<file path="src/sv/bfc_pkg.sv">
// Shared constants and types for the bitmap font text console.
package bfc_pkg;

  // Glyph geometry
  localparam int unsigned GlyphRows  = 16;
  localparam int unsigned GlyphCount = 256;
  localparam int unsigned GlyphWidth = 8;
  localparam int unsigned FontDepth  = GlyphRows * GlyphCount;
  localparam int unsigned FontAw     = $clog2(FontDepth);
  localparam int unsigned RowW       = $clog2(GlyphRows);
  localparam int unsigned XShift     = $clog2(GlyphWidth);
  localparam int unsigned YShift     = $clog2(GlyphRows);
  localparam int unsigned ColourW    = 24;

  // Input function codes
  localparam logic [1:0] FuncFont   = 2'd0;
  localparam logic [1:0] FuncChar   = 2'd1;
  localparam logic [1:0] FuncCursor = 2'd2;

  // Control characters
  localparam logic [7:0] ChBs    = 8'h08;
  localparam logic [7:0] ChTab   = 8'h09;
  localparam logic [7:0] ChLf    = 8'h0A;
  localparam logic [7:0] ChCr    = 8'h0D;
  localparam logic [7:0] ChSpace = 8'h20;

  // Configuration register indexes
  localparam logic [2:0] CfgEnable    = 3'd0;
  localparam logic [2:0] CfgFrameBase = 3'd1;
  localparam logic [2:0] CfgPitch     = 3'd2;
  localparam logic [2:0] CfgBpp       = 3'd3;
  localparam logic [2:0] CfgColumns   = 3'd4;
  localparam logic [2:0] CfgRows      = 3'd5;
  localparam logic [2:0] CfgFg        = 3'd6;
  localparam logic [2:0] CfgBg        = 3'd7;

  // Geometry limits and reset values
  localparam logic [9:0] MaxCols   = 10'd512;
  localparam logic [8:0] MaxRows   = 9'd256;
  localparam logic [9:0] ResetCols = 10'd80;
  localparam logic [8:0] ResetRows = 9'd25;
  localparam logic [2:0] ResetBpp  = 3'd4;

  // Decision taken by the cursor unit for the item on the input
  typedef struct packed {
    logic       draw;
    logic [7:0] glyph;
    logic [8:0] col;
    logic [7:0] line;
  } cursor_cmd_t;

  // Steps of the address generator
  typedef struct packed {
    logic load;
    logic add1;
    logic add2;
    logic step;
  } addr_ctl_t;

endpackage

</file>
<file path="src/sv/bfc_addr_gen.sv">
// Framebuffer row address: start address over three steps, then one pitch per glyph row.
module bfc_addr_gen (
  input  logic               clk_i,
  input  bfc_pkg::addr_ctl_t ctl_i,
  input  logic [8:0]         col_i,
  input  logic [7:0]         line_i,
  input  logic [31:0]        frame_base_i,
  input  logic [15:0]        line_pitch_i,
  input  logic [2:0]         bpp_i,
  output logic [31:0]        addr_o
);
  import bfc_pkg::*;

  logic [23:0] prod_q;
  logic [11:0] xoff_q;
  logic [31:0] addr_q;

  // Products of the cell position, then the adds, then one pitch per row
  always_ff @(posedge clk_i) begin
    if (ctl_i.load) begin
      prod_q <= 24'(line_i) * 24'(line_pitch_i);
      xoff_q <= 12'(col_i) * 12'(bpp_i);
    end
    priority if (ctl_i.add1) begin
      addr_q <= frame_base_i + (32'(xoff_q) << XShift);
    end else if (ctl_i.add2) begin
      addr_q <= addr_q + (32'(prod_q) << YShift);
    end else if (ctl_i.step) begin
      addr_q <= addr_q + 32'(line_pitch_i);
    end
  end

  assign addr_o = addr_q;

endmodule

</file>
<file path="config.mk">
export PLATFORM = sky130hd
export DESIGN_NAME = bfc_addr_gen
export DESIGN_NICKNAME = d
export VERILOG_FILES = /design/src/sv/bfc_pkg.sv /design/src/sv/bfc_addr_gen.sv
export SDC_FILE = /design/constraint.sdc
export NUM_CORES = 1
export LEC_CHECK = 0
export BUFFER_PORTS_ARGS = -buffer_cell sky130_fd_sc_hd__buf_2
export CAP_MARGIN = 20
export CORE_ASPECT_RATIO = 2
export CORE_MARGIN = 2
export CORE_UTILIZATION = 34
export CTS_BUF_LIST = sky130_fd_sc_hd__clkbuf_8
export CTS_CLUSTER_DIAMETER = 100
export DETAILED_ROUTE_END_ITERATION = 12
export PLACE_DENSITY = 0.54
export SLEW_MARGIN = 20
export SYNTH_ARGS = -nofsm -noshare
export SYNTH_HDL_FRONTEND = slang
export SYNTH_SLANG_ARGS = --single-unit
</file>
<file path="constraint.sdc">
create_clock -name clk_i -period 6.5 [get_ports clk_i]
set_input_delay 0 -clock clk_i [delete_from_list [all_inputs] [get_ports clk_i]]
set_output_delay 0 -clock clk_i [all_outputs]
set_load 0.005 [all_outputs]
</file>
Yosys cells after proc, flatten, opt, wreduce, memory -nomap -nowiden

Index checks and enable logic that the tools add are counted.

Reduce and logical (&&, ||, !) cells: 1
Add/sub/neg operators: 3
Mux-type cells: 3
$mul: 2

Operator list:

| kind               | count |
|---|---|
| $mux W32           | 3 |
| $add A32 B15 Y32   | 1 |
| $add A32 B16 Y32   | 1 |
| $add A32 B28 Y32   | 1 |
| $mul A8 B16 Y24    | 1 |
| $mul A9 B3 Y12     | 1 |
| $reduce_bool A3 Y1 | 1 |

Word-level logic and storage cells: 12
Input bits: 73
Output and inout bits: 32
Flip-flop bits (word level): 68

Logic depth before layout (Yosys ltp)

Gate-level depths: netlist (run 1).

Depth in word-level cells: 4
Depth in mapped cells: 19
Mapped depth without buffers: 18

Least setup slack after synthesis (run 1)

Ideal clock, no wire load.

Path type: input -> register
Start point: input line_i[7]
End point: register prod_q[23] (data pin)
Data arrival time: 4.209 ns
Setup slack: 2.029 ns
Setup time: 0.263 ns
Data required time: 6.237 ns
Path buffers: 1
Stages on the path: 16
Cell sequence: clkbuf_1 -> nand2_1 -> fa_1 -> fa_1 -> inv_1 -> fa_1 -> inv_1 -> fa_1 -> inv_1 -> ha_1 -> a21boi_2 -> o21ai_1 -> a211o_1 -> o311a_1 -> o41ai_2 -> xnor2_1

Longest elaborated chain between the ends: 1

RTL lines:

| element              | line               | text |
|---|---|---|
| start, declared      | bfc_addr_gen.sv:6  | `input logic [7:0] line_i,` |
| $mul A8 B16 Y24      | bfc_addr_gen.sv:21 | `prod_q <= 24'(line_i) * 24'(line_pitch_i);` |
| end signal, assigned | bfc_addr_gen.sv:21 |  |
| end, declared        | bfc_addr_gen.sv:14 | `logic [23:0] prod_q;` |

No other way between the ends.
A chain may end at the register's enable or synchronous reset.

Worst setup path after layout (run 1)

Start point: input line_i[4]
End point: register prod_q[23] (data pin)

Same word-level chain as after synthesis.

==> results of run 1 <==
==> state kept, by name, indices dropped and copies added (netlist names) <==
register / cells
addr_o: 32
xoff_q: 12
prod_q: 24
==> power by group through the flow <==
stage / logic, mW / clock network [mW] / registers, mW
final: 3.21 / 0.397 / 0.924
after floorplan: 2.41 / 0 / 0.856
after global placement: 3.19 / 0 / 0.939
after CTS: 3.24 / 0.405 / 0.926
after detailed placement: 3.22 / 0 / 0.935
after global routing: 3.63 / 0.417 / 0.940
==> how the worst min path moves through the flow <==
stage | cells past startpoint | end | slack [ns] | start
global placement | 3 | addr_o[1]$_DFFE_PP_ | 0.29 | frame_base_i[1]
floorplan | 0 | prod_q[0]$_DFFE_PP_ | 0.11 | ctl_i[3]
CTS | 2 | xoff_q[0]$_DFFE_PP_ | 0.03 | bpp_i[0]
finish | 2 | xoff_q[0]$_DFFE_PP_ | 0.05 | bpp_i[0]
global route | 2 | xoff_q[0]$_DFFE_PP_ | 0.06 | bpp_i[0]
detailed placement | 3 | addr_o[1]$_DFFE_PP_ | 0.30 | frame_base_i[1]
==> final cells by class <==
class | instances | share of cell area [%]
inverters | 144 | 4.78
well taps | 364 | 4.03
multi-input cells | 890 | 66.1
diodes | 1 | 0.0221
flip-flops and latches | 68 | 18.1
clock buffers | 9 | 1.10
clock inverters | 7 | 0.818
repair buffers | 110 | 5.09
==> synthesized netlist by cell type, drive strengths merged, types with 16 or more instances <==
master	count	area, um2
ha	107	1340
nand2	109	409
xor2	36	315
fa	95	1900
edfxtp	68	2040
nor2	47	176
o21ai	54	270
a21o	26	195
a21oi	64	320
inv	144	541
a211oi	16	130
xnor2	54	473
and2	108	676
clkbuf	17	63.8
==> worst max-delay path: cells and delay by family <==
kind / cells / cell delay, ns
AOI/OAI and AO/OA: 5 / 1.43
xor gates and xnor gates: 1 / 0.11
adders and majority gates: 5 / 2.35
buffers and inverters: 5 / 0.39
and+or+nand+nor: 1 / 0.22
==> kinds of logic (layout without fill, tap and decap cells) <==
| group | after synthesis | after routing | synth area share, % |
|---|---|---|---|
| XOR/XNOR | 90 | 90 | 7.77 |
| multiplexers | 4 | 4 | 0.395 |
| AO/OA/AOI/OAI | 247 | 247 | 16.1 |
| flip-flops | 68 | 68 | 20.1 |
| buffers and inverters | 165 | 270 | 6.11 |
| AND/OR/NAND/NOR | 347 | 347 | 17.5 |
| other | 0 | 1 | 0 |
| adder cells (fa/ha/maj) | 202 | 202 | 32.0 |
==> through the flow <==
stage	util, %	worst slack, ns	hold WS, ns
after detailed placement	37.6	1.69	0.305
after global placement	37.6	1.71	0.286
after CTS	38.5	2.10	0.0336
after global routing	38.5	1.82	0.0632
after floorplan	-	2.03	0.112
final	38.5	2.09	0.0532
==> layer usage <==
layer,part of all wire (%),track usage (%)
met1,35,19.5
met2,56,39.0
met3,2.4,1.52
met4,6.3,11.8
met5,0,0
==> timing repair <==
item / in CTS / in global routing
hold buffers: 4 / 0
resized for setup: 0 / 0
hold endpoints to repair: 4 / 0
==> flow_summary.ini, run 1 <==
[power_and_ir_drop]
p_int_mw = 2.34
power.density_mw_per_mm2 = 401
combPwrFrac_pct = 70.8
switchingPower_mw = 2.19
power_mw = 4.53
power_frac_clock_pct = 8.8
ir_drop_v = 0.000130
power.leakage_nw = 5.20
swShare_pct = 48.4
p_seq_share_pct = 20.4

[synthesis]
synth_top_flop_cell = edfxtp_1
ys_seq_elements = 68
avgSynthCellArea_um2 = 9.03
ys.warnings.count = 0
netlist_area_mm2 = 0.0101
synth.distinct_cells = 61
syn_inst = 1123
synth_edf_count = 68
yosysSeqAreaShare_pct = 20.1
syn_nets = 1398
synthArstFlopShare_pct = 0

[detailed_routing]
drtAntennaViolNets = 0
drt_iter0_drc = 277
vias = 8346
first_pass_iters = 4
post-route-drc-count = 0
wl_per_cell_um = 18.7
routed_wl_mm = 29.9
avgViaCountPerCell = 5.24

[floorplan]
io_pins = 105
dieWidth_um = 126
start_util_pct = 34.5
die_area_mm2 = 0.0313
fp-row-count = 89
die_y_um = 248
coreArea_mm2 = 0.0294

[grt]
globalRouteTotalUtil_pct = 19.6
antenna_found_initial = 1
grt_pass1_wl_mm = 47.6
grt_max_degree = 50
gr-total-overflow = 0
grt_pass1_vias = 9070

[clock_tree]
cts_inserted_buffers = 9
clkLatencyLatePin_ns = 0.38
cts_root_buffer = clkbuf_8
cts.clk_slew.worst_paths_ns = 0.07
cts_buffer_depth = 2
cts_sinks = 68
h-tree-depth = 3
cts_tree = built
postCtsSetupRepairBufs = 0

[cells_and_area]
nFillCells = 3101
area_growth_pct = 11.5
design_area_mm2 = 0.0113
final_cells = 1593
seq_area_mm2 = 0.00204
final_cell_mix = 145 x inv_1, 109 x nand2_1, 108 x and2_1
final_common_cell = inv_1
multi_input_area_mm2 = 0.00748
fin_nets = 1498
drive_gt1_share_pct = 10.6

[sta]
fmax_mhz = 227
slew_headroom_pct = 27.7
hold_violations = 0
period_share_pct = 67.9
fin_setup_tns_ns = 0
drv_slew = 0
rsz0062_at_grt = false
skew_ns = 0.0120
period_needed_ns = 4.41
finalSetupViolations = 0
tightest_slew_ns = 1.07

[critical_path]
critPathKind = in2reg
max_stage_delay_ns = 0.53
start_kind = primary input
worstPathRequired_ns = 6.62
end_kind = register
ff2ff_path_depth = 8
rr_endpoint = addr_o[24]$_DFFE_PP_
critPathMaxFanout = 16
cpMaxStageDelayCell = fa_1
crit_end = prod_q[23]$_DFFE_PP_
cp-startpoint = line_i[4]
path_cells = buf_2, and2_1, fa_1, inv_1, fa_1, inv_1, fa_1, inv_1, fa_1, inv_1, ha_1, a21boi_2, o21ai_1, a211o_1, o311a_1, o41ai_2, xnor2_1
r2r_slack_ns = 3.09
reg2reg_from = addr_o[6]$_DFFE_PP_
arrival_ns = 4.53

[place]
placed_area_mm2 = 0.0111
port_buffers = 104
hpwl_mm = 25.2
placedCellCount = 1572
gp_routability_congestion = 0.926

[run_status]
status = finished, final reports clean

[hold_path]
hold_class = in2reg

[job]
max-cap-violations = 0
Power figures use the tool's default switching activity.
==> inputs of run 2 (changes only) <==
ABC_AREA = 1   (was default)
PLACE_DENSITY = 0.55   (was 0.54)
clock period = 3.6 ns   (was 6.5 ns; I/O delays follow)
==> flow_summary.ini, run 2 <==
[run_status]
status = finished, final reports clean

[synthesis]
yosysTopAreaCell = nand2_1
synth.distinct_cells = 45
syn_nets = 2178
avgSynthCellArea_um2 = 6.53
ys.warnings.count = 0
synthArstFlopShare_pct = 0
syn_inst = 1903
synth.most_common_cell = nand2_1
synthTopCellsByCount = 612 x nand2_1, 435 x inv_1, 115 x nand3_1
synth_top_flop_cell = edfxtp_1
netlist.area_leader.share_pct = 18.5
ys_seq_elements = 68
ys_top_cells_by_area = nand2_1 18%, edfxtp_1 16%, fa_1 15%
synth_edf_count = 68
netlist_area_mm2 = 0.0124
yosysSeqAreaShare_pct = 16.4

[grt]
antenna_found_initial = 1
grt_pass1_wl_mm = 69.5
grt_max_degree = 37
grt_pass1_vias = 12816
gr-total-overflow = 0
top_usage_layer = met2
use_met2_pct = 47.6
grt_util_met1_pct = 21.2
met3_usage_pct = 2.01
globalRouteTotalUtil_pct = 24.0

[critical_path]
cp_top_family = adder cells
start_kind = primary input
cpMaxStageDelayCell = fa_1
max_stage_delay_ns = 0.54
critPathKind = in2reg
r2r_slack_ns = 0.50
ff2ff_path_depth = 12
worstPathRequired_ns = 3.73
path_cells = buf_8, buf_6, nand2_1, inv_1, fa_2, fa_1, inv_1, fa_1, fa_1, inv_1, ha_4, buf_4, nand2_4, inv_1, a21boi_4, o21ai_4, buf_4, xor2_1
crit_buf_inv = 8
rr_endpoint = addr_o[12]$_DFFE_PP_
end_kind = register
reg2reg_from = addr_o[4]$_DFFE_PP_
arrival_ns = 3.62
critPathMaxFanout = 11
cp_common_cell = inv_1

[power_and_ir_drop]
switchingPower_mw = 6.06
power.density_mw_per_mm2 = 756
p_seq_share_pct = 14.9
power.leakage_nw = 8.52
power_mw = 11.3
swShare_pct = 53.7
ir_drop_v = 0.000358
combPwrFrac_pct = 78.7
p_int_mw = 5.22
power_frac_clock_pct = 6.4

[sta]
rsz0062_at_grt = true
hold_violations = 0
fmax_mhz = 287
tightest_slew_ns = 0.893
drv_slew = 0
finalSetupViolations = 0
period_needed_ns = 3.49
skew_ns = 0.0120
period_share_pct = 96.8
slew_headroom_pct = 39.8

[floorplan]
coreArea_mm2 = 0.0363
fp-row-count = 99
dieWidth_um = 139
die_y_um = 274
io_pins = 105
start_util_pct = 34.2
die_area_mm2 = 0.0382

[clock_tree]
clkLatencyLatePin_ns = 0.39
cts.clk_slew.worst_paths_ns = 0.07
cts_buffer_depth = 2
cts_sinks = 68
cts_inserted_buffers = 9
cts_tree = built
h-tree-depth = 3
cts_root_buffer = clkbuf_8

[cells_and_area]
final_cell_mix = 590 x nand2_1, 419 x inv_1, 114 x nand3_1
final_cells = 2541
area_growth_pct = 20.1
final_common_cell = nand2_1
drive_gt1_share_pct = 16.6
largest_reg_flops = 32
fin_nets = 2356

[detailed_routing]
vias = 12427
wl_per_cell_um = 17.8
avgViaCountPerCell = 4.89
drtAntennaViolNets = 0
drt_iter0_drc = 582
post-route-drc-count = 0
routed_wl_mm = 45.2
first_pass_iters = 6

[hold_path]
hp-start = frame_base_i[31]
holdPathStages = 5
hold_class = in2reg
min_to = addr_o[31]$_DFFE_PP_

[place]
port_buffers = 104
placedCellCount = 2519
hpwl_mm = 39.8
gp_routability_congestion = 0.989

[job]
max-cap-violations = 0
## run 2: power by group through the flow
stage          clock (mW)  combinational (mW)  sequential [mW]
2_1_floorplan           0                5.57             1.49
3_3_place_gp            0                8.45             1.69
3_5_place_dp            0                8.52             1.69
4_1_cts             0.744                8.66             1.67
5_1_grt             0.770                9.90             1.68
6_report            0.727                8.87             1.68
## run 2: worst max path at each step
| stage | from | endpoint | depth (start not counted) | slack, ns |
|---|---|---|---|---|
| floorplan | line_i[5] | prod_q[23]$_DFFE_PP_ | 20 | -0.11 |
| global placement | line_i[4] | prod_q[22]$_DFFE_PP_ | 17 | -0.61 |
| detailed placement | line_i[4] | prod_q[22]$_DFFE_PP_ | 17 | -0.62 |
| CTS | line_i[4] | prod_q[23]$_DFFE_PP_ | 16 | 0.01 |
| global route | line_i[4] | prod_q[22]$_DFFE_PP_ | 17 | -0.03 |
| finish | line_i[2] | prod_q[10]$_DFFE_PP_ | 18 | 0.11 |
## run 2: cell families (layout without fill, tap and decap cells)
kind of cell               Yosys count  after routing  share of synthesized area [%]
other                                0              1                              0
adders and majority gates          202            202                           26.1
buffers and inverters              482            665                           14.7
AOI/OAI and AO/OA                  177            177                           8.01
xor gates and xnor gates            41             41                           2.89
DFF                                 68             68                           16.4
and+or+nand+nor                    933            933                           31.9
## run 2: metrics by stage
stage                     utilization, %  worst slack (ns)  instance area [um2]  hold slack (ns)  setup TNS, ns
after global routing                41.1           -0.0304                14900           0.0442        -0.0354
after global placement              39.7            -0.608                14400            0.296          -5.34
final                               41.1             0.114                14900           0.0331              0
after detailed placement            39.7            -0.620                14400            0.302          -5.75
after floorplan                        -            -0.113                12800            0.112         -0.308
after CTS                           40.5            0.0134                14700           0.0123              0
## run 2: worst register-to-register path, delay by kind of cell (launching register included)
kind,cells,cell delay [ns]
AOI/OAI and AO/OA,2,0.79
and+or+nand+nor,6,0.76
DFF,1,0.57
adders and majority gates,2,0.52
buffers and inverters,2,0.21
## run 2: what timing repair did
item                                    CTS  global route
endpoints found under the hold margin     4             0
hold buffers                              5             0
endpoints found under the setup margin    3            12
setup buffers                             0             1
pin swaps                                 0            46
resized for setup                        10            74
gates cloned                              0             0
## run 2: layer usage
| layer | share of wire [%] | wire length, um | vias to the layer above |
|---|---|---|---|
| li1 | - | - | 6204 |
| met1 | 32 | 14600 | 5814 |
| met2 | 56 | 25300 | 269 |
| met3 | 2.2 | 984 | 140 |
| met4 | 9.5 | 4270 | 0 |
| met5 | 0 | 0 | - |
## run 2: cell type report
| cell class | instances | area (um2) |
|---|---|---|
| antenna | 1 | 2.50 |
| clock buffer | 9 | 124 |
| clock inverter | 7 | 91.3 |
| fill | 3896 | 21400 |
| inverter | 436 | 1640 |
| multi-input combinational | 1353 | 8970 |
| sequential | 68 | 2040 |
| tap | 454 | 568 |
| timing repair buffer | 213 | 1490 |
