===== src/sv/bfc_pkg.sv =====
// Shared constants and types for the bitmap font text console.
package bfc_pkg;

  // Glyph geometry
  localparam int unsigned GlyphRows  = 16;
  localparam int unsigned GlyphCount = 256;
  localparam int unsigned GlyphWidth = 8;
  localparam int unsigned FontDepth  = GlyphRows * GlyphCount;
  localparam int unsigned FontAw     = $clog2(FontDepth);
  localparam int unsigned RowW       = $clog2(GlyphRows);
  localparam int unsigned XShift     = $clog2(GlyphWidth);
  localparam int unsigned YShift     = $clog2(GlyphRows);
  localparam int unsigned ColourW    = 24;

  // Input function codes
  localparam logic [1:0] FuncFont   = 2'd0;
  localparam logic [1:0] FuncChar   = 2'd1;
  localparam logic [1:0] FuncCursor = 2'd2;

  // Control characters
  localparam logic [7:0] ChBs    = 8'h08;
  localparam logic [7:0] ChTab   = 8'h09;
  localparam logic [7:0] ChLf    = 8'h0A;
  localparam logic [7:0] ChCr    = 8'h0D;
  localparam logic [7:0] ChSpace = 8'h20;

  // Configuration register indexes
  localparam logic [2:0] CfgEnable    = 3'd0;
  localparam logic [2:0] CfgFrameBase = 3'd1;
  localparam logic [2:0] CfgPitch     = 3'd2;
  localparam logic [2:0] CfgBpp       = 3'd3;
  localparam logic [2:0] CfgColumns   = 3'd4;
  localparam logic [2:0] CfgRows      = 3'd5;
  localparam logic [2:0] CfgFg        = 3'd6;
  localparam logic [2:0] CfgBg        = 3'd7;

  // Geometry limits and reset values
  localparam logic [9:0] MaxCols   = 10'd512;
  localparam logic [8:0] MaxRows   = 9'd256;
  localparam logic [9:0] ResetCols = 10'd80;
  localparam logic [8:0] ResetRows = 9'd25;
  localparam logic [2:0] ResetBpp  = 3'd4;

  // Decision taken by the cursor unit for the item on the input
  typedef struct packed {
    logic       draw;
    logic [7:0] glyph;
    logic [8:0] col;
    logic [7:0] line;
  } cursor_cmd_t;

  // Steps of the address generator
  typedef struct packed {
    logic load;
    logic add1;
    logic add2;
    logic step;
  } addr_ctl_t;

endpackage


===== src/sv/bfc_cursor.sv =====
// Cursor registers and the per-character decision: what to draw and where the cursor goes.
module bfc_cursor (
  input  logic                 clk_i,
  input  logic                 rst_ni,
  input  logic                 accept_i,
  input  logic [1:0]           func_i,
  input  logic [7:0]           char_i,
  input  logic [8:0]           new_col_i,
  input  logic [7:0]           new_row_i,
  input  logic                 enable_i,
  input  logic [9:0]           text_columns_i,
  input  logic [8:0]           text_rows_i,
  output bfc_pkg::cursor_cmd_t cmd_o,
  output logic [8:0]           cur_col_o,
  output logic [7:0]           cur_line_o
);
  import bfc_pkg::*;

  logic [8:0] cur_col_q, cur_col_d;
  logic [7:0] cur_line_q, cur_line_d;
  logic [9:0] cols;
  logic [8:0] rows;
  logic [9:0] col_w;
  logic [8:0] line_w;
  logic       upd;
  cursor_cmd_t cmd;

  // Clamp the geometry to its legal range
  always_comb begin
    priority if (text_columns_i == 10'd0) cols = 10'd1;
    else if (text_columns_i > MaxCols)    cols = MaxCols;
    else                                  cols = text_columns_i;
    priority if (text_rows_i == 9'd0)     rows = 9'd1;
    else if (text_rows_i > MaxRows)       rows = MaxRows;
    else                                  rows = text_rows_i;
  end

  // Character handling
  always_comb begin
    col_w     = {1'b0, cur_col_q};
    line_w    = {1'b0, cur_line_q};
    upd       = 1'b0;
    cmd.draw  = 1'b0;
    cmd.glyph = char_i;
    cmd.col   = cur_col_q;
    cmd.line  = cur_line_q;
    if (func_i == FuncChar && enable_i) begin
      priority if (char_i == ChBs) begin
        cmd.glyph = 8'd0;
        if (cur_col_q != 9'd0) begin
          col_w    = col_w - 10'd1;
          upd      = 1'b1;
          cmd.draw = 1'b1;
        end else if (cur_line_q != 8'd0) begin
          col_w    = cols - 10'd1;
          line_w   = line_w - 9'd1;
          upd      = 1'b1;
          cmd.draw = 1'b1;
        end
        cmd.col  = col_w[8:0];
        cmd.line = line_w[7:0];
      end else if (char_i == ChCr || char_i == ChLf) begin
        col_w  = 10'd0;
        line_w = line_w + 9'd1;
        upd    = 1'b1;
      end else begin
        cmd.glyph = (char_i == ChTab) ? ChSpace : char_i;
        cmd.draw  = 1'b1;
        col_w     = col_w + 10'd1;
        upd       = 1'b1;
      end
      // wrap to the next line, then to the top
      if (col_w >= cols) begin
        col_w  = 10'd0;
        line_w = line_w + 9'd1;
      end
      if (line_w >= rows) begin
        line_w = 9'd0;
      end
    end
  end

  // Next cursor
  always_comb begin
    cur_col_d  = cur_col_q;
    cur_line_d = cur_line_q;
    if (accept_i && func_i == FuncCursor) begin
      cur_col_d  = new_col_i;
      cur_line_d = new_row_i;
    end else if (accept_i && upd) begin
      cur_col_d  = col_w[8:0];
      cur_line_d = line_w[7:0];
    end
  end

  always_ff @(posedge clk_i or negedge rst_ni) begin
    if (!rst_ni) begin
      cur_col_q  <= 9'd0;
      cur_line_q <= 8'd0;
    end else begin
      cur_col_q  <= cur_col_d;
      cur_line_q <= cur_line_d;
    end
  end

  assign cmd_o      = cmd;
  assign cur_col_o  = cur_col_q;
  assign cur_line_o = cur_line_q;

endmodule


===== config.mk =====
export PLATFORM = sky130hd
export DESIGN_NAME = bfc_cursor
export DESIGN_NICKNAME = d
export VERILOG_FILES = /design/src/sv/bfc_pkg.sv /design/src/sv/bfc_cursor.sv
export SDC_FILE = /design/constraint.sdc
export NUM_CORES = 1
export LEC_CHECK = 0
export BUFFER_PORTS_ARGS = -buffer_cell sky130_fd_sc_hd__buf_4
export CAP_MARGIN = 20
export CORE_ASPECT_RATIO = 0.7
export CORE_UTILIZATION = 24
export DETAILED_ROUTE_END_ITERATION = 7
export PLACE_DENSITY = 0.48
export RECOVER_POWER = 25
export SLEW_MARGIN = 20
export SYNTH_ARGS = -nofsm -noshare
export SYNTH_HDL_FRONTEND = slang
export SYNTH_SLANG_ARGS = --single-unit

===== constraint.sdc =====
create_clock -name clk_i -period 14.4 [get_ports clk_i]
set_clock_uncertainty 0.2 [all_clocks]
set_input_delay 2.88 -clock clk_i [delete_from_list [all_inputs] [get_ports clk_i]]
set_output_delay 2.88 -clock clk_i [all_outputs]
set_load 0.005 [all_outputs]

; Word level (Yosys, flattened, before mapping)
; Index checks and enable logic that the tools add are counted.
[totals]
reg_bits = 17
latch_bits = 0
mem_bits_rw = 0
mem_bits_ro = 0
input_bits = 50
output_inout_bits = 43
word_cells = 62
mem_count = 0
[op_classes]
add_sub_neg = 6
multipliers = 0
div = 0
order_cmp = 4
n_eq_ne = 6
n_shift = 0
mux = 33
bitwise_logic = 0
reduce_logical = 11
[ops]
columns = cell, n
row1 = 2-to-1 mux 9 bit, 15
row2 = 2-to-1 mux 10 bit, 7
row3 = 2-to-1 mux 8 bit, 5
row4 = "== test 8 x 4 -> 1 bit, second input constant", 4
row5 = 2-to-1 mux 26 bit, 1
row6 = 2-to-1 mux 17 bit, 1
row7 = "adder 9 x 1 -> 10 bit, second input constant", 1
row8 = >= comparator 10 bit, 1
row9 = "greater-than comparator 10 bit, second input constant", 1
row10 = logical NOT 10 bit, 1
row11 = "subtractor 10 x 1 -> 10 bit, second input constant", 1
row12 = "subtractor 9 x 1 -> 10 bit, second input constant", 1
row13 = "adder 8 x 1 -> 9 bit, second input constant", 1
row14 = "adder 9 x 1 -> 9 bit, second input constant", 1
row15 = >= comparator 9 bit, 1
row16 = "greater-than comparator 9 bit, second input constant", 1
row17 = logical NOT 9 bit, 1
row18 = nonzero test 9 bit, 1
row19 = "subtractor 8 x 1 -> 9 bit, second input constant", 1
row20 = nonzero test 8 bit, 1
row21 = 2-to-1 mux 1 bit, 4
row22 = nonzero test 2 bit, 2
row23 = logical AND 1 bit, 3
row24 = "== test 2 x 1 -> 1 bit, second input constant", 1
row25 = 3 further kinds, 3

; Depth between registers and ports, before layout
; Gate-level depths: netlist (run 1).
[logic_depth]
ltp_word = 16
mapped_depth = 27
ltp_nobuf = 26

; Worst setup path before layout (run 1)
; Ideal clock, no wire load.
[synth_timing]
path_kind = input to output
from = input port char_i[0]
to = output port cmd_o[6] (netlist name)
t_arrival_ns = 4.798
slack_ns = 6.522
stages = 8
n_path_buf = 1
cell_sequence = or4b_1 nor2_1 clkbuf_1 nand2_1 nor2_1 nand2_1 o31ai_1 o21ai_0
[synth_lines]
columns = item, line_no
row1 = "start, declared", bfc_cursor.sv:7  ; input logic [7:0] char_i,
row2 = "end, declared", bfc_cursor.sv:13  ; output bfc_pkg::cursor_cmd_t cmd_o,

==> results.py, run 1 <==
metrics = {
    "floorplan": {
        "pin_count": 93,
        "floorplan.initialDensity_pct": 24.9,
        "design.die.area_mm2": 0.0127,
        "die-height_um": 94.7,
        "horizontal_die_dimension_um": 134,
        "fp.coreArea_mm2": 0.0119,
        "fp-row-count": 33,
    },
    "global_routing": {
        "globalRouteOverflowTotal": 0,
        "global_route.usage.met3_pct": 3.70,
        "met2_usage_pct": 25.3,
        "gr-max-usage-layer": "met1",
        "groute.layer.met1.usage_pct": 29.1,
        "global_route_wire_length_before_repair_um": 18400,
        "grt_antenna_before_repair": 0,
        "grt_use_total_pct": 18.5,
        "first_global_vias": 3275,
        "grt_max_degree": 18,
    },
    "timing": {
        "timing.final.crit_share_pct": 59.9,
        "max_slew.worst_pin.slew_ps": 921,
        "timing.final.max_slew_violations": 0,
        "achievable-frequency_mhz": 116,
        "final-setup-viol-count": 0,
        "hold_viol": 0,
        "min_period_ps": 8630,
        "relSlewSlack_pct": 38.6,
        "rsz_0062_raised_after_global_routing": "no",
        "setup-tns-final_ps": 0,
    },
    "synthesis": {
        "netlist_area_mm2": 0.00295,
        "fraction_of_synthesized_cell_area_taken_by_the_top_area_cell_type_pct": 14.4,
        "synth.yosys.warnings": 0,
        "synth_flop_cell": "dfrtp_1",
        "number_of_synthesized_flops_with_an_enable_pin": 0,
        "synth_nets": 501,
        "post-synth-top-area-cell": "dfrtp_1",
        "yosys_register_bits": 17,
        "synth_top_cells_by_area": "dfrtp_1, ha_1, nand2_1",
        "netlist-cell-type-count": 67,
        "synth_async_sr_flop_share_pct": 100,
        "synthesis.instances": 426,
        "synth_seq_area_share_pct": 14.4,
        "avgSynthCellArea_um2": 6.92,
    },
    "placed_design": {
        "place_area_mm2": 0.00372,
        "numPortBuffers": 92,
        "place_hpwl_um": 9370,
        "routabilityCongestion": 0.986,
    },
    "power_and_ir_drop": {
        "power.leakage_nw": 1.70,
        "worst_ir_drop_vdd_uv": 40.2,
        "power_density_mw_per_mm2": 103,
    },
    "route": {
        "route.detailed.vias_per_inst": 5.33,
        "drt_drc_violations_left": 0,
        "drt-initial-drc-count": 252,
        "drt_first_pass_iters": 5,
        "residual_antenna_violating_net_count_after_detailed_routing": 0,
        "postRouteWirelength_um": 11500,
        "route.vias.total": 3477,
        "routed_wire_length_per_instance_um": 17.6,
    },
    "finish": {
        "layout.cell_area.non_filler_mm2": 0.00380,
        "layout.filler_cells": 1267,
        "drive_gt1_share_pct": 22.4,
        "nets": 571,
        "seqCellArea_um2": 425,
        "antennaDiodeCount": 0,
        "area_delta_synth_final_pct": 28.9,
        "multiInputGateArea_mm2": 0.00231,
    },
    "clock_tree": {
        "number_of_levels_the_h_tree_was_split_into": 1,
        "clock_sink_count": 17,
        "tritoncts.num_buffers": 3,
        "clkSlewWorstSetupHoldPaths_ps": 50,
        "worstSkewPairLatency_ps": 250,
        "cts_setup_buffers": 0,
        "clk_path_buf_depth": 2,
        "ctsHoldBuffers": 0,
        "cts.repair.resized": 0,
        "cts_tree": "built",
        "clock_tree.root_cell": "clkbuf_16",
    },
    "setup_path": {
        "critical_path_arrival_ps": 5550,
        "rr_worst_depth": 23,
        "timing.setup.critical_path_class": "in2out",
        "crit_required_ps": 11320,
        "endpoint_kind": "primary output",
        "category_of_the_worst_setup_path_launch_point": "input pin",
        "largest_driver_fanout_on_the_critical_path": 12,
    },
    "hold_path": {
        "hold_depth": 2,
        "hold_path_class": "reg2reg",
    },
    "job": {
        "max-cap-violations": 0,
    },
    "outcome": {
        "run_status": "completed",
    },
}
==> report_power, final <==
part           switching (mW)  internal, mW  total [mW]  leakage [nW]
logic                   0.119         0.112       0.231          1.45
registers              0.0435        0.0593       0.103         0.211
clock network          0.0194        0.0375      0.0568        0.0371
==> final cells by class <==
| type | count | area share [%] |
|---|---|---|
| clock buffer | 3 | 1.97 |
| inverter | 20 | 1.97 |
| timing repair buffer | 95 | 18.7 |
| multi-input combinational | 359 | 60.8 |
| clock inverter | 1 | 0.197 |
| sequential | 17 | 11.2 |
| tap | 157 | 5.17 |
==> routing by layer <==
layer  part of all wire (%)  vias up
met5                      0        -
met4                   0.67        0
met3                    8.3        9
met2                     38      157
met1                     53     1603
li1                       -     1708
==> registers in the layout (all words and copies together), names as in the netlist <==
name / flops
cur_line_o: 8
cur_col_o: 9
==> cell usage in the layout, fill, tap and decap left out, types with 6 or more instances in the layout <==
master,count
dfrtp_1,17
a22oi_1,12
o21ai_0,29
ha_1,25
xnor2_1,8
nand3_1,16
a22o_1,6
buf_4,92
nor3_1,10
nor4_1,8
a21oi_1,20
a31oi_1,6
xor2_1,8
nor2_1,40
a21o_1,15
a211oi_1,8
nand2_1,60
inv_1,19
==> stage by stage <==
| stage | power (mW) | hold WS [ps] | setup WS, ps | std cells | utilization, % |
|---|---|---|---|---|---|
| after floorplan | 0.234 | 423 | 6520 | 426 | - |
| after CTS | 0.390 | 575 | 5850 | 652 | 32.1 |
| after global placement | 0.330 | 561 | 5850 | 648 | 31.4 |
| final | 0.391 | 569 | 5770 | 652 | 32.1 |
| after detailed placement | 0.332 | 563 | 5850 | 648 | 31.4 |
| after global routing | 0.428 | 627 | 5630 | 652 | 32.1 |
==> logic make-up (layout without fill, tap and decap cells) <==
logic type | count (synthesis) | count (layout) | synth area share (%)
flip-flops | 17 | 17 | 14.4
adder cells (fa/ha/maj) | 25 | 25 | 10.6
multiplexers | 4 | 4 | 1.40
buffers and inverters | 50 | 119 | 7.13
XOR/XNOR | 16 | 16 | 4.75
AND/OR/NAND/NOR | 180 | 180 | 30.9
AO/OA/AOI/OAI | 134 | 134 | 30.8
==> synthesized netlist by cell type (all sizes together), types with 9 or more instances <==
library cell and count:
a21o 15, a21oi 20, a22oi 12, clkbuf 24
dfrtp 17, ha 25, inv 19, nand2 60
nand3 16, nor2 40, nor3 10, nor4 9
o21ai 35
==> critical path, stage by stage <==
cell and delay, ps:
buf_4 120, or3_1 420, nor2_1 360, nand2_1 390, nor2_1 710, nand2_1 200
o21ai_0 290, buf_4 170
==> final timing paths <==
kind,start,to,slack [ps]
worst max-delay path,char_i[7],cmd_o[1],5770
worst min-delay path,cur_line_o[7],cur_line_o[7],570
worst max register to register,cur_col_o[0],cur_line_o[2],8230
worst min register to register,cur_line_o[7],cur_line_o[7],570
max in group asynchronous,rst_ni,cur_col_o[2],10900
min in group asynchronous,rst_ni,cur_line_o[6],2540
Power figures use the tool's default switching activity.
==> run 2, diff against run 1 <==
==> constraint.sdc (replaced) <==
create_clock -name clk_i -period 8 [get_ports clk_i]
set_clock_uncertainty 0.2 [all_clocks]
set_input_delay 1.6 -clock clk_i [delete_from_list [all_inputs] [get_ports clk_i]]
set_output_delay 1.6 -clock clk_i [all_outputs]
set_load 0.005 [all_outputs]
==> run 2 against run 1 <==
Against the previous run:
- design area barely moved
- via count rose by 1.5%
- first-iteration DRC count fell by 1.2%
- register-to-register slack got worse by 6400 ps
- count of clock-buffer cells in the layout did not move
- utilization barely moved
- die area did not move
- largest cell class unchanged
- largest power group unchanged
==> results.py, run 2 (synthesis results as in run 1) <==
metrics = {
    "outcome": {
        "run_status": "completed",
    },
    "timing": {
        "timing.final.max_slew_violations": 0,
        "hold_viol": 0,
        "final-setup-viol-count": 0,
        "achievable-frequency_mhz": 145,
        "timing.final.crit_share_pct": 86.0,
        "max_slew.worst_pin.slew_ps": 975,
        "min_period_ps": 6880,
        "relSlewSlack_pct": 35.0,
        "setup-tns-final_ps": 0,
        "rsz_0062_raised_after_global_routing": "no",
    },
    "route": {
        "residual_antenna_violating_net_count_after_detailed_routing": 0,
        "routed_wire_length_per_instance_um": 17.6,
        "postRouteWirelength_um": 11500,
        "drt_drc_violations_left": 0,
        "drt-initial-drc-count": 249,
        "route.detailed.vias_per_inst": 5.41,
        "drt_first_pass_iters": 5,
        "route.vias.total": 3530,
    },
    "setup_path": {
        "timing.setup.critical_path_class": "in2reg",
        "cpLargestDelayFamily": "compound AO/OA/AOI/OAI gates",
        "category_of_the_worst_setup_path_launch_point": "input pin",
        "most_used_cell_cp": "o21ai_0",
        "cp_num_buf_inv": 3,
        "endpoint_kind": "flip-flop",
        "reg2reg_setup_slack_ps": 1850,
        "maximum_single_stage_delay_on_the_critical_path_ps": 560,
        "crit_slowest_cell": "nor4_1",
        "crit_required_ps": 7970,
        "critical_path_arrival_ps": 6840,
        "largest_driver_fanout_on_the_critical_path": 8,
    },
    "power_and_ir_drop": {
        "worst_ir_drop_vdd_uv": 97.9,
        "power.leakage_nw": 1.69,
        "clkPwrFrac_pct": 14.8,
        "power_mw": 0.699,
        "sw_frac_of_total_pct": 46.4,
        "internal_power_mw": 0.375,
        "seq_power_share_pct": 26.3,
        "p_sw_mw": 0.324,
        "power_density_mw_per_mm2": 184,
        "share_comb_of_total_power_pct": 58.9,
    },
    "floorplan": {
        "design.die.area_mm2": 0.0127,
        "fp.coreArea_mm2": 0.0119,
        "fp-row-count": 33,
        "die-height_um": 94.7,
        "pin_count": 93,
        "horizontal_die_dimension_um": 134,
        "floorplan.initialDensity_pct": 24.9,
    },
    "clock_tree": {
        "clock_tree.root_cell": "clkbuf_16",
        "clkSlewWorstSetupHoldPaths_ps": 60,
        "cts.repair.resized": 0,
        "worstSkewPairLatency_ps": 250,
        "cts_setup_buffers": 0,
        "tritoncts.num_buffers": 3,
        "cts_tree": "built",
        "number_of_levels_the_h_tree_was_split_into": 1,
        "clock_sink_count": 17,
        "clk_path_buf_depth": 2,
        "ctsHoldBuffers": 0,
    },
    "finish": {
        "drive_gt1_share_pct": 22.2,
        "antennaDiodeCount": 0,
        "area_delta_synth_final_pct": 28.8,
        "nets": 571,
        "largest_register_ffs": 9,
        "layout_common_cells": "buf_4, nand2_1, nor2_1",
        "mostFrequentLayoutCell": "buf_4",
        "layout.filler_cells": 1305,
    },
    "global_routing": {
        "grt_max_degree": 18,
        "global_route_wire_length_before_repair_um": 18000,
        "first_global_vias": 3253,
        "grt_use_total_pct": 18.1,
        "globalRouteOverflowTotal": 0,
        "grt_antenna_before_repair": 0,
    },
    "placed_design": {
        "place_hpwl_um": 9300,
        "numPortBuffers": 92,
        "routabilityCongestion": 0.878,
    },
    "hold_path": {
        "hold_path_class": "reg2reg",
    },
    "job": {
        "max-cap-violations": 0,
    },
}
-- run 2: cell counts in the layout (fill, tap and decap cells not counted) --
Identical to the previous run, type by type.
-- run 2: area by class of cell --
type                    count  area (um^2)  area share (%)
multi-input cells         359         2310            60.9
repair buffers             95          706            18.6
flip-flops and latches     17          425            11.2
well taps                 157          196            5.17
clock buffers               3         75.1            1.98
inverters                  20         75.1            1.98
clock inverters             1         7.51           0.198
-- run 2: path summary, 6_finish.rpt --
kind	from	endpoint	cells past startpoint
min reg2reg	cur_col_o[8]	cur_col_o[8]	2
max	text_columns_i[3]	cur_line_o[1]	27
max reg2reg	cur_col_o[0]	cur_line_o[1]	22
min	cur_col_o[8]	cur_col_o[8]	2
max in group asynchronous	rst_ni	cur_line_o[2]	1
min in group asynchronous	rst_ni	cur_line_o[6]	1
-- run 2: metal layers --
layer	global-route usage [%]	up-vias	wire length (um)
met4	2.43	0	67
met5	0	-	0
li1	-	1703	-
met3	2.47	6	962
met1	29.2	1668	6150
met2	24.7	153	4290
-- run 2: stage by stage --
step                      cell area, um^2  instances  setup WS [ps]  hold slack [ps]  util [%]
after CTS                            3810        652           1240              550      32.1
after detailed placement             3720        648           1000              537      31.4
after global placement               3720        648           1180              540      31.4
final                                3800        652           1120              566      32.1
after floorplan                      2950        426           1790              423         -
after global routing                 3800        652            664              622      32.1
-- run 2: worst reg2reg max path: cells and delay by family (launching register included) --
family	cells	cell delay (ps)
adder cells (fa/ha/maj)	3	970
flip-flops	1	510
buffers and inverters	2	230
AND/OR/NAND/NOR	7	1810
XOR/XNOR	1	150
AO/OA/AOI/OAI	9	2200
-- run 2: power groups by stage --
stage          clock network (mW)  registers (mW)  logic [mW]
2_1_floorplan                   0           0.128       0.294
3_5_place_dp                    0           0.183       0.408
5_1_grt                     0.108           0.191       0.461
4_1_cts                     0.104           0.182       0.410
3_3_place_gp                    0           0.183       0.406
6_report                    0.103           0.184       0.412
